`src/rtl/sha256_pkg.sv`:
```
`timescale 1ns / 1ps
package sha256_pkg;

  localparam int QueueDepth = 4;

  typedef enum logic {
    CMD_ABSORB = 1'b0,
    CMD_FINISH = 1'b1
  } cmd_t;

  // One queued transaction from the front part to the back part.
  typedef struct packed {
    logic       finish;
    logic [7:0] data;
  } item_t;

  typedef logic [31:0] hash_t [8];

  function automatic logic [31:0] init_word(input logic [2:0] idx);
    logic [31:0] r;
    case (idx)
      3'd0: r = 32'h6a09e667;
      3'd1: r = 32'hbb67ae85;
      3'd2: r = 32'h3c6ef372;
      3'd3: r = 32'ha54ff53a;
      3'd4: r = 32'h510e527f;
      3'd5: r = 32'h9b05688c;
      3'd6: r = 32'h1f83d9ab;
      default: r = 32'h5be0cd19;
    endcase
    return r;
  endfunction

  function automatic logic [31:0] round_k(input logic [5:0] t);
    logic [31:0] r;
    case (t)
      6'd0: r = 32'h428a2f98; 6'd1: r = 32'h71374491; 6'd2: r = 32'hb5c0fbcf;
      6'd3: r = 32'he9b5dba5; 6'd4: r = 32'h3956c25b; 6'd5: r = 32'h59f111f1;
      6'd6: r = 32'h923f82a4; 6'd7: r = 32'hab1c5ed5; 6'd8: r = 32'hd807aa98;
      6'd9: r = 32'h12835b01; 6'd10: r = 32'h243185be; 6'd11: r = 32'h550c7dc3;
      6'd12: r = 32'h72be5d74; 6'd13: r = 32'h80deb1fe; 6'd14: r = 32'h9bdc06a7;
      6'd15: r = 32'hc19bf174; 6'd16: r = 32'he49b69c1; 6'd17: r = 32'hefbe4786;
      6'd18: r = 32'h0fc19dc6; 6'd19: r = 32'h240ca1cc; 6'd20: r = 32'h2de92c6f;
      6'd21: r = 32'h4a7484aa; 6'd22: r = 32'h5cb0a9dc; 6'd23: r = 32'h76f988da;
      6'd24: r = 32'h983e5152; 6'd25: r = 32'ha831c66d; 6'd26: r = 32'hb00327c8;
      6'd27: r = 32'hbf597fc7; 6'd28: r = 32'hc6e00bf3; 6'd29: r = 32'hd5a79147;
      6'd30: r = 32'h06ca6351; 6'd31: r = 32'h14292967; 6'd32: r = 32'h27b70a85;
      6'd33: r = 32'h2e1b2138; 6'd34: r = 32'h4d2c6dfc; 6'd35: r = 32'h53380d13;
      6'd36: r = 32'h650a7354; 6'd37: r = 32'h766a0abb; 6'd38: r = 32'h81c2c92e;
      6'd39: r = 32'h92722c85; 6'd40: r = 32'ha2bfe8a1; 6'd41: r = 32'ha81a664b;
      6'd42: r = 32'hc24b8b70; 6'd43: r = 32'hc76c51a3; 6'd44: r = 32'hd192e819;
      6'd45: r = 32'hd6990624; 6'd46: r = 32'hf40e3585; 6'd47: r = 32'h106aa070;
      6'd48: r = 32'h19a4c116; 6'd49: r = 32'h1e376c08; 6'd50: r = 32'h2748774c;
      6'd51: r = 32'h34b0bcb5; 6'd52: r = 32'h391c0cb3; 6'd53: r = 32'h4ed8aa4a;
      6'd54: r = 32'h5b9cca4f; 6'd55: r = 32'h682e6ff3; 6'd56: r = 32'h748f82ee;
      6'd57: r = 32'h78a5636f; 6'd58: r = 32'h84c87814; 6'd59: r = 32'h8cc70208;
      6'd60: r = 32'h90befffa; 6'd61: r = 32'ha4506ceb; 6'd62: r = 32'hbef9a3f7;
      default: r = 32'hc67178f2;
    endcase
    return r;
  endfunction

endpackage

```
`src/rtl/sha256_front.sv`:
```
`timescale 1ns / 1ps
module sha256_front
  import sha256_pkg::*;
#(
  parameter int Depth = QueueDepth
) (
  input  logic       clk,
  input  logic       rst,
  input  logic       valid,
  output logic       stall,
  input  logic       command,
  input  logic [7:0] data_byte,
  output logic       q_valid,
  input  logic       q_pop,
  output item_t      q_item
);

  localparam int AW = (Depth > 1) ? $clog2(Depth) : 1;

  item_t         mem [Depth];
  logic [AW-1:0] wr_ptr;
  logic [AW-1:0] rd_ptr;
  logic [AW:0]   count;
  logic          push;

  assign stall   = (count == (AW+1)'(Depth));
  assign push    = valid && !stall;
  assign q_valid = (count != '0);
  assign q_item  = mem[rd_ptr];

  always_ff @(posedge clk) begin
    if (push) begin
      mem[wr_ptr] <= '{finish: (command == CMD_FINISH), data: data_byte};
    end
  end

  always_ff @(posedge clk) begin
    if (rst) begin
      wr_ptr <= '0;
      rd_ptr <= '0;
      count  <= '0;
    end else begin
      if (push) begin
        wr_ptr <= (wr_ptr == AW'(Depth - 1)) ? '0 : wr_ptr + 1'b1;
      end
      if (q_pop) begin
        rd_ptr <= (rd_ptr == AW'(Depth - 1)) ? '0 : rd_ptr + 1'b1;
      end
      count <= count + (AW+1)'(push) - (AW+1)'(q_pop);
    end
  end

endmodule

```
`src/rtl/sha256_back.sv`:
```
`timescale 1ns / 1ps
module sha256_back
  import sha256_pkg::*;
(
  input  logic        clk,
  input  logic        rst,
  input  logic        q_valid,
  output logic        q_pop,
  input  item_t       q_item,
  output logic        valid,
  input  logic        stall,
  output logic [31:0] digest_word,
  output logic [2:0]  word_index,
  output logic        last_word
);

  typedef enum logic [2:0] {
    S_IDLE,
    S_PAD,
    S_ROUND,
    S_FOLD,
    S_EMIT
  } state_t;

  state_t      state;
  // block buffer held as 16 big-endian words, written a byte lane at a time
  logic [31:0] buf_mem [16];
  logic [5:0]  fill_count;
  logic [63:0] message_bits;
  logic [63:0] total_bits;
  logic        finishing;
  logic        last_block;
  logic [31:0] hash_words [8];
  logic [31:0] sched [16];
  logic [31:0] wv [8];
  logic [5:0]  round_count;
  logic [2:0]  emit_idx;

  // padding write port
  logic        pad_we;
  logic [5:0]  pad_addr;
  logic [7:0]  pad_byte;

  logic [31:0] w_new, t1, t2, s0, s1, big0, big1, ch, mj, w_blk;

  function automatic logic [31:0] ror(input logic [31:0] x, input int n);
    return (x >> n) | (x << (32 - n));
  endfunction

  assign q_pop = (state == S_IDLE) && q_valid;

  always_comb begin
    w_blk = buf_mem[round_count[3:0]];
    s0 = ror(sched[1], 7) ^ ror(sched[1], 18) ^ (sched[1] >> 3);
    s1 = ror(sched[14], 17) ^ ror(sched[14], 19) ^ (sched[14] >> 10);
    w_new = (round_count < 6'd16) ? w_blk : (sched[0] + s0 + sched[9] + s1);
    big1 = ror(wv[4], 6) ^ ror(wv[4], 11) ^ ror(wv[4], 25);
    ch   = (wv[4] & wv[5]) ^ (~wv[4] & wv[6]);
    t1   = wv[7] + big1 + ch + round_k(round_count) + w_new;
    big0 = ror(wv[0], 2) ^ ror(wv[0], 13) ^ ror(wv[0], 22);
    mj   = (wv[0] & wv[1]) ^ (wv[0] & wv[2]) ^ (wv[1] & wv[2]);
    t2   = big0 + mj;
  end

  always_comb begin
    pad_byte = 8'h00;
    if (pad_addr >= 6'd56 && last_block) begin
      pad_byte = total_bits[(7 - 32'(pad_addr[2:0])) * 8 +: 8];
    end
  end

  assign pad_we = (state == S_PAD);

  always_ff @(posedge clk) begin
    if (q_pop && !q_item.finish) begin
      buf_mem[fill_count[5:2]][{~fill_count[1:0], 3'b000} +: 8] <= q_item.data;
    end else if (q_pop && q_item.finish) begin
      buf_mem[fill_count[5:2]][{~fill_count[1:0], 3'b000} +: 8] <= 8'h80;
    end else if (pad_we) begin
      buf_mem[pad_addr[5:2]][{~pad_addr[1:0], 3'b000} +: 8] <= pad_byte;
    end
  end

  always_ff @(posedge clk) begin
    if (rst) begin
      state        <= S_IDLE;
      fill_count   <= '0;
      message_bits <= '0;
      finishing    <= 1'b0;
      last_block   <= 1'b0;
      round_count  <= '0;
      emit_idx     <= '0;
      valid        <= 1'b0;
      pad_addr     <= '0;
      for (int i = 0; i < 8; i++) hash_words[i] <= init_word(3'(i));
    end else begin
      case (state)
        S_IDLE: begin
          if (q_pop) begin
            if (!q_item.finish) begin
              fill_count <= fill_count + 1'b1;
              if (fill_count == 6'd63) begin
                finishing <= 1'b0;
                state     <= S_ROUND;
                for (int i = 0; i < 8; i++) wv[i] <= hash_words[i];
              end
            end else begin
              total_bits <= message_bits + {55'd0, fill_count, 3'd0};
              finishing  <= 1'b1;
              last_block <= (fill_count < 6'd56);
              if (fill_count == 6'd63) begin
                // 0x80 filled the block; compress it, then a length-only block
                state <= S_ROUND;
                for (int i = 0; i < 8; i++) wv[i] <= hash_words[i];
              end else begin
                pad_addr <= fill_count + 1'b1;
                state    <= S_PAD;
              end
            end
          end
        end
        S_PAD: begin
          pad_addr <= pad_addr + 1'b1;
          if (pad_addr == 6'd63) begin
            state <= S_ROUND;
            for (int i = 0; i < 8; i++) wv[i] <= hash_words[i];
          end
        end
        S_ROUND: begin
          for (int i = 0; i < 15; i++) sched[i] <= sched[i+1];
          sched[15] <= w_new;
          wv[7] <= wv[6]; wv[6] <= wv[5]; wv[5] <= wv[4]; wv[4] <= wv[3] + t1;
          wv[3] <= wv[2]; wv[2] <= wv[1]; wv[1] <= wv[0]; wv[0] <= t1 + t2;
          round_count <= round_count + 1'b1;
          if (round_count == 6'd63) state <= S_FOLD;
        end
        S_FOLD: begin
          for (int i = 0; i < 8; i++) hash_words[i] <= hash_words[i] + wv[i];
          if (!finishing) begin
            message_bits <= message_bits + 64'd512;
            state        <= S_IDLE;
          end else if (!last_block) begin
            last_block <= 1'b1;
            pad_addr   <= '0;
            state      <= S_PAD;
          end else begin
            emit_idx    <= '0;
            valid       <= 1'b1;
            digest_word <= hash_words[0] + wv[0];
            word_index  <= '0;
            last_word   <= 1'b0;
            state       <= S_EMIT;
          end
        end
        S_EMIT: begin
          if (!stall) begin
            if (emit_idx == 3'd7) begin
              valid        <= 1'b0;
              fill_count   <= '0;
              message_bits <= '0;
              finishing    <= 1'b0;
              for (int i = 0; i < 8; i++) hash_words[i] <= init_word(3'(i));
              state <= S_IDLE;
            end else begin
              emit_idx    <= emit_idx + 1'b1;
              digest_word <= hash_words[emit_idx + 1'b1];
              word_index  <= emit_idx + 1'b1;
              last_word   <= (emit_idx == 3'd6);
            end
          end
        end
        default: state <= S_IDLE;
      endcase
    end
  end

endmodule

```
`src/rtl/sha256_byte_stream_hash_unit.sv`:
```
`timescale 1ns / 1ps
// Absorb: one byte per cycle off the queue while the back part idles; the 64th byte starts
// the compression (64 rounds, then a fold). Finish: padding from the 0x80 to the end of the
// block, then compression; if the length does not fit, a second padding pass over a whole
// block and one more compression. Then 8 digest words, one per cycle unless stalled. The
// single round unit sets the pace. A 4-entry queue takes input while the compression runs.
// Synchronous reset loads the initial hash values and clears counts and queue.
module sha256_byte_stream_hash_unit
  import sha256_pkg::*;
#(
  parameter int QDepth = QueueDepth
) (
  input  logic        clk,
  input  logic        rst,
  input  logic        in_valid,
  output logic        in_stall,
  input  logic        command,
  input  logic [7:0]  data_byte,
  output logic        out_valid,
  input  logic        out_stall,
  output logic [31:0] digest_word,
  output logic [2:0]  word_index,
  output logic        last_word
);

  logic  q_valid;
  logic  q_pop;
  item_t q_item;

  sha256_front #(.Depth(QDepth)) u_front (
    .clk, .rst,
    .valid(in_valid), .stall(in_stall),
    .command, .data_byte,
    .q_valid, .q_pop, .q_item
  );

  sha256_back u_back (
    .clk, .rst,
    .q_valid, .q_pop, .q_item,
    .valid(out_valid), .stall(out_stall),
    .digest_word, .word_index, .last_word
  );

endmodule
```
`config.mk`:
```
export PLATFORM = sky130hd
export DESIGN_NAME = sha256_byte_stream_hash_unit
export DESIGN_NICKNAME = d
export VERILOG_FILES = /design/src/rtl/sha256_pkg.sv /design/src/rtl/sha256_front.sv /design/src/rtl/sha256_back.sv /design/src/rtl/sha256_byte_stream_hash_unit.sv
export SDC_FILE = /design/constraint.sdc
export NUM_CORES = 2
export LEC_CHECK = 0
export ABC_AREA = 0
export BUFFER_PORTS_ARGS = -buffer_cell sky130_fd_sc_hd__buf_2
export CAP_MARGIN = 20
export CORE_MARGIN = 10
export CORE_UTILIZATION = 40
export CTS_CLUSTER_DIAMETER = 60
export DETAILED_ROUTE_END_ITERATION = 8
export PLACE_DENSITY = 0.54
export SETUP_SLACK_MARGIN = 0.5
export SLEW_MARGIN = 5
export SYNTH_ARGS = -nofsm -noshare
export SYNTH_HDL_FRONTEND = slang
export SYNTH_SLANG_ARGS = --single-unit
```
`constraint.sdc`:
```
create_clock -name clk -period 28.9 [get_ports clk]
set_input_delay 2.89 -clock clk [delete_from_list [all_inputs] [get_ports clk]]
set_output_delay 2.89 -clock clk [all_outputs]
set_load 0.03 [all_outputs]
```
== After elaboration in Yosys (flattened, before gate mapping) ==
Memories as Yosys holds them, arrays and structs flattened. A register that Yosys moved wholly into a read port is not among the register bits.
Cells that the tools add are included.

* Register bits after elaboration: 198
* RAM bits: 1572
* ROM bits: 2048
* Bits of input ports: 13
* Logic and storage cells: 432
* Memories: 6

* Add/sub/neg operators: 31
* Order comparisons: 3
* Equal/unequal tests: 26
* Shift operators: 6
* Muxes and demuxes: 218
* Bitwise logic cells: 102
* Reductions and logical operators: 24

{| class="wikitable"
|+ Memories
! name !! depth !! bits a word !! read ports !! clocked after memory_dff !! wr ports !! RTL line !! RTL
|-
| (no name shown) || 64 || 32 || 1 || 1 || 0 || sha256_pkg.sv:36 || <nowiki>case (t)</nowiki>
|-
| u_back.buf_mem || 16 || 32 || 1 || 1 || 1 || sha256_back.sv:27 || <nowiki>logic [31:0] buf_mem [16];</nowiki>
|-
| u_back.sched || 16 || 32 || 16 || 0 || 16 || sha256_back.sv:34 || <nowiki>logic [31:0] sched [16];</nowiki>
|-
| u_back.hash_words || 8 || 32 || 9 || 0 || 8 || sha256_back.sv:33 || <nowiki>logic [31:0] hash_words [8];</nowiki>
|-
| u_back.wv || 8 || 32 || 8 || 0 || 8 || sha256_back.sv:35 || <nowiki>logic [31:0] wv [8];</nowiki>
|-
| u_front.mem || 4 || 9 || 1 || 1 || 1 || sha256_front.sv:20 || <nowiki>item_t mem [Depth];</nowiki>
|}

{| class="wikitable"
|+ Operator list
! kind !! count
|-
| $mux 32 || 90
|-
| $add 32x32->32 || 18
|-
| $xor 32x32->32 || 9
|-
| $mux 64 || 3
|-
| $and 32x32->32 || 5
|-
| $pmux 64 s2 || 1
|-
| $mux 1 || 82
|-
| $or 1x1->1 || 72
|-
| $mux 6 || 11
|-
| $add 64x10->64 const B || 1
|-
| $add 64x9->64 || 1
|-
| $pmux 32 s2 || 1
|-
| $shift 8x7->32 const A || 2
|-
| $shiftx 64x33->8 || 1
|-
| $shiftx 8x7->32 || 2
|-
| $mux 3 || 13
|-
| $not 32->32 || 1
|-
| $or 10x32->32 || 1
|-
| $or 13x32->32 || 1
|-
| $or 14x32->32 || 1
|-
| $or 15x32->32 || 1
|-
| $or 19x32->32 || 1
|-
| $or 21x32->32 || 1
|-
| $or 25x32->32 || 1
|-
| 43 further kinds || 90
|}

== Depth between registers and ports, before layout ==
An unclocked memory read counts as a cell.

* Depth after elaboration: 11
* Mapped depth: 42
* Mapped depth without buffers: 41

== Modules after synthesis ==
From an unflattened synthesis, not the netlist that was laid out.

* Cells, all modules: 7904
* Area, all modules: 95053.7 um^2

{| class="wikitable"
|+ By module, submodules not included
! module !! times used !! cells an instance !! area an instance (um^2)
|-
| sha256_back || 1 || 7808 || 93278.2
|-
| sha256_front || 1 || 96 || 1775.5
|}

== Worst setup path before layout ==
No wires, ideal clock.

* Path type: input -> register
* Start point: in rst
* End point: mem u_back.sched[0][0] (enable)
* Library setup time: 1.077 ns
* Data arrival time: 17.553 ns
* Required time: 27.823 ns
* Setup slack: 10.270 ns
* Stages on the path: 5
* Path through: clkbuf_1 > nand2b_1 > clkbuf_1 > clkinv_1 > clkbuf_1

{| class="wikitable"
|+ RTL lines
! item !! RTL line !! RTL
|-
| start: declaration || sha256_byte_stream_hash_unit.sv:14 || <nowiki>input logic rst,</nowiki>
|-
| end: declaration || sha256_back.sv:34 ||
|}

==> flow_summary.yaml <==
logic_synthesis:
  ys_async_sr_fraction: 0
  synth.most_common_cell: "sky130_fd_sc_hd__edfxtp_1"
  syn_avg_cell_area_um2: 12.1
  post_synth_main_area_contributors: "sky130_fd_sc_hd__edfxtp_1 (49%), sky130_fd_sc_hd__mux4_2 (5.9%), sky130_fd_sc_hd__dfxtp_1 (5.4%), sky130_fd_sc_hd__ha_1 (5.4%), sky130_fd_sc_hd__nand2_1 (4.2%)"
  postSynth.topFlopCell: "sky130_fd_sc_hd__edfxtp_1"
  yosys-top-cells-count: "sky130_fd_sc_hd__edfxtp_1 (1541), sky130_fd_sc_hd__nand2_1 (1051), sky130_fd_sc_hd__a21oi_1 (462)"
  syn_area_um2: 94500
  synth_enable_flop_cells: 1541
  synthDominantCellAreaShare: 0.490
  ys_seq_elements: 1796
  sequential_cell_area_fraction_in_the_yosys_report: 0.544
  mappedNetlistNets: 8434
  ys.warnings.count: 0
  synth_top_cell_by_area: "sky130_fd_sc_hd__edfxtp_1"
  syn-instance-count: 7817
  synth_cell_type_count: 98
clocking:
  cts_inserted_buffers: 205
  path_clk_slew_ps: 60
  cts_root_buffer: "sky130_fd_sc_hd__clkbuf_16"
  cts_setup_buffers: 0
  cts_tree: "yes"
  postCtsHoldBufs: 0
  cts-root-to-sink-buffers: 3
  post_cts_resized: 0
  clock_sink_count: 1796
  insertion_delay_ps: 890
  number_of_h_tree_branching_levels: 4
floorplan:
  io_pins: 51
  fp.coreArea_um2: 235000
  die_area_um2: 256000
  die_w_um: 506
  num_rows: 178
  start_util: 0.402
  dieHeight_um: 506
placed_design:
  placedCellCount: 10700
  gp_routability_congestion: 0.913
  port_buffers: 50
  detailed_place.area_um2: 98100
  hpwl_after_dpl_um: 206000
critical_path:
  crit_type: "reg -> reg"
  r2r_cells: 37
  critical_path.startpoint: "u_back.sched[14][20]"
  r2r_setup_slack_ps: 18890
  critPathSlowestCell: "sky130_fd_sc_hd__o21ai_0"
  r2r_end: "u_back.wv[0][30]"
  critical-path-top-cell-by-count: "sky130_fd_sc_hd__fa_1"
  endpoint_kind: "register"
  regToRegStartpoint: "u_back.sched[14][20]"
  cp.arrival_ps: 10540
  timing.critical_path.from_type: "register"
  cp_data_required_time_ps: 29430
  cp_max_fo: 5
  timing.critical_path.slowest_cell_delay_ps: 590
finish:
  syn2layout_area_growth_pct: 11.4
  ff_latch_area_um2: 51400
  nFillCells: 21600
  post_route_cells_drive_above_1_share: 0.110
  final_util: 0.448
  multi_input_area_um2: 40500
  finalNonFillerCells: 11100
  post-route-cell-area_um2: 105000
  nNetsFinal: 8396
pwr:
  power_frac_comb: 0.171
  total_power_mw: 6.78
  p_clk_frac: 0.395
  vdd_ir_drop_max_mv: 0.0539
  power_frac_seq: 0.435
  cell_internal_pwr_mw: 4.89
  power.leakage_nw: 37.9
  power.density_cell_area_nw_per_um2: 64.3
  total_switching_power_mw: 1.88
  switching_fraction_of_total_power: 0.278
outcome:
  run_status: "finished, final reports clean"
min_path:
  worst_hold_path_type: "reg -> reg"
  min_to: "u_back.sched[6][30]"
  holdPathStages: 0
  holdCritStartpoint: "u_back.sched[7][30]"
timing:
  finalClockSkew_ps: 70.7
  finalSetupViolations: 0
  rsz0062_at_grt: "false"
  worst_pin_slew_ps: 1220
  period_share: 0.346
  slew_headroom: 0.188
  final_max_slew_viol_count: 0
  final.min_clock_period_ps: 10010
  final-hold-violation-count: 0
  tns_ps: 0
  max_freq_mhz: 99.9
grt:
  grt_overflow: 0
  grt_first_pass_wirelength_um: 417000
  pin_count_of_the_biggest_net_entering_global_routing: 191
  grt_antenna_before_repair: 10
  grt_use_total: 0.215
  via_count_of_the_first_global_routing_pass: 60800
drt:
  wl_um: 284000
  top_layer: "met5"
  num_vias: 62700
  final_antenna_violating_net_count: 0
  dr.first_iter.drc_count: 6465
  dr_wl_met3_um: 19700
  detail_route.first_pass.iterations: 6
  wirelength_met1_um: 131000
  viasPerCell: 5.65
  dr_wl_met2_um: 125000
  average_detailed_routed_wire_length_per_instance_um: 25.5
  drt_drc_violations_left: 0
run:
  drv_cap: 0
-- cell type report --
| cell class | instances | area share |
|---|---|---|
| diodes | 6 | 0.000143 |
| clock buffers | 273 | 0.0536 |
| clock inverters | 114 | 0.0130 |
| inverters | 316 | 0.0114 |
| multi-input cells | 5284 | 0.384 |
| flip-flops and latches | 1796 | 0.488 |
| well taps | 3150 | 0.0374 |
| repair buffers | 176 | 0.0122 |
-- cell families after synthesis --
| logic type | share of synthesized area |
|---|---|
| buffers and inverters | 0.0295 |
| DFF | 0.544 |
| adders and majority gates | 0.0976 |
| and+or+nand+nor | 0.100 |
| muxes | 0.0666 |
| AOI/OAI and AO/OA | 0.104 |
| xor gates and xnor gates | 0.0581 |
-- worst max-delay path by stage --
stage	to	slack [ps]
2_1_floorplan	u_back.sched[0][0]	10270
3_3_place_gp	u_back.wv[0][30]	18970
3_5_place_dp	u_back.wv[0][30]	18970
4_1_cts	u_back.wv[0][30]	18910
5_1_grt	u_back.wv[0][30]	18200
6_report	u_back.wv[0][30]	18890
-- registers in the layout (all words and copies together), names as in the netlist, 3 cells and up, named ones only --
| register | flops |
|---|---|
| u_back.pad_addr | 6 |
| u_back.wv | 256 |
| u_front.count | 3 |
| u_back.buf_mem | 512 |
| u_back.hash_words | 256 |
| u_back.sched | 512 |
| u_back.total_bits | 61 |
| u_back.message_bits | 55 |
| u_back.word_index | 3 |
| u_back.emit_idx | 3 |
| u_back.state | 3 |
| u_front.mem | 36 |
| u_back.fill_count | 6 |
| u_back.round_count | 6 |
| u_back.digest_word | 32 |
-- per-layer routing --
| metal | up-vias | track usage |
|---|---|---|
| met4 | 4 | 0.0585 |
| li1 | 28400 | - |
| met3 | 384 | 0.0318 |
| met2 | 2293 | 0.326 |
| met5 | - | 0 |
| met1 | 31600 | 0.323 |
-- cells in the final DEF (no fill, tap or decap), types with 45 or more instances in the layout --
| cell | n |
|---|---|
| sky130_fd_sc_hd__edfxtp_1 | 1541 |
| sky130_fd_sc_hd__nand2_1 | 1049 |
| sky130_fd_sc_hd__a21oi_1 | 462 |
| sky130_fd_sc_hd__nor2_1 | 445 |
| sky130_fd_sc_hd__ha_1 | 406 |
| sky130_fd_sc_hd__xnor2_1 | 401 |
| sky130_fd_sc_hd__o21ai_0 | 351 |
| sky130_fd_sc_hd__inv_1 | 311 |
| sky130_fd_sc_hd__dfxtp_1 | 251 |
| sky130_fd_sc_hd__mux4_2 | 247 |
| sky130_fd_sc_hd__xor2_1 | 226 |
| sky130_fd_sc_hd__clkbuf_16 | 209 |
| sky130_fd_sc_hd__a21o_1 | 201 |
| sky130_fd_sc_hd__fa_1 | 196 |
| sky130_fd_sc_hd__buf_4 | 112 |
| sky130_fd_sc_hd__nand3_1 | 110 |
| sky130_fd_sc_hd__nor3_1 | 107 |
| sky130_fd_sc_hd__nand2b_1 | 85 |
| sky130_fd_sc_hd__a31oi_1 | 64 |
| sky130_fd_sc_hd__nor2b_1 | 63 |
| sky130_fd_sc_hd__o211ai_1 | 57 |
| sky130_fd_sc_hd__a211oi_1 | 54 |
| sky130_fd_sc_hd__o21bai_1 | 51 |
| sky130_fd_sc_hd__buf_2 | 51 |
| sky130_fd_sc_hd__and3_1 | 46 |
| sky130_fd_sc_hd__clkbuf_1 | 46 |
| sky130_fd_sc_hd__o22ai_1 | 45 |
-- through the flow --
| stage | setup slack, ps | hold slack (ps) |
|---|---|---|
| 2_1_floorplan | 10270 | 400 |
| 3_3_place_gp | 18970 | 400 |
| 3_5_place_dp | 18970 | 405 |
| 4_1_cts | 18910 | 405 |
| 5_1_grt | 18200 | 415 |
| 6_report | 18890 | 404 |
-- critical path, delay by kind of cell, from the launching register on --
kind | cells | cell delay (ps)
AND/OR/NAND/NOR | 3 | 690
XOR/XNOR | 5 | 950
adder cells (fa/ha/maj) | 8 | 3370
flip-flops | 1 | 470
buffers and inverters | 1 | 50
AO/OA/AOI/OAI | 20 | 4160
-- power groups by stage --
stage / Sequential, mW / Combinational (mW) / Clock, mW
after global routing: 2.95 / 1.27 / 2.83
final: 2.95 / 1.16 / 2.67
after CTS: 2.95 / 1.14 / 2.73
after global placement: 3.00 / 1.12 / 0
after floorplan: 2.99 / 0.787 / 0
after detailed placement: 3.00 / 1.13 / 0
Note: power is estimated with default switching activity, not from simulation.
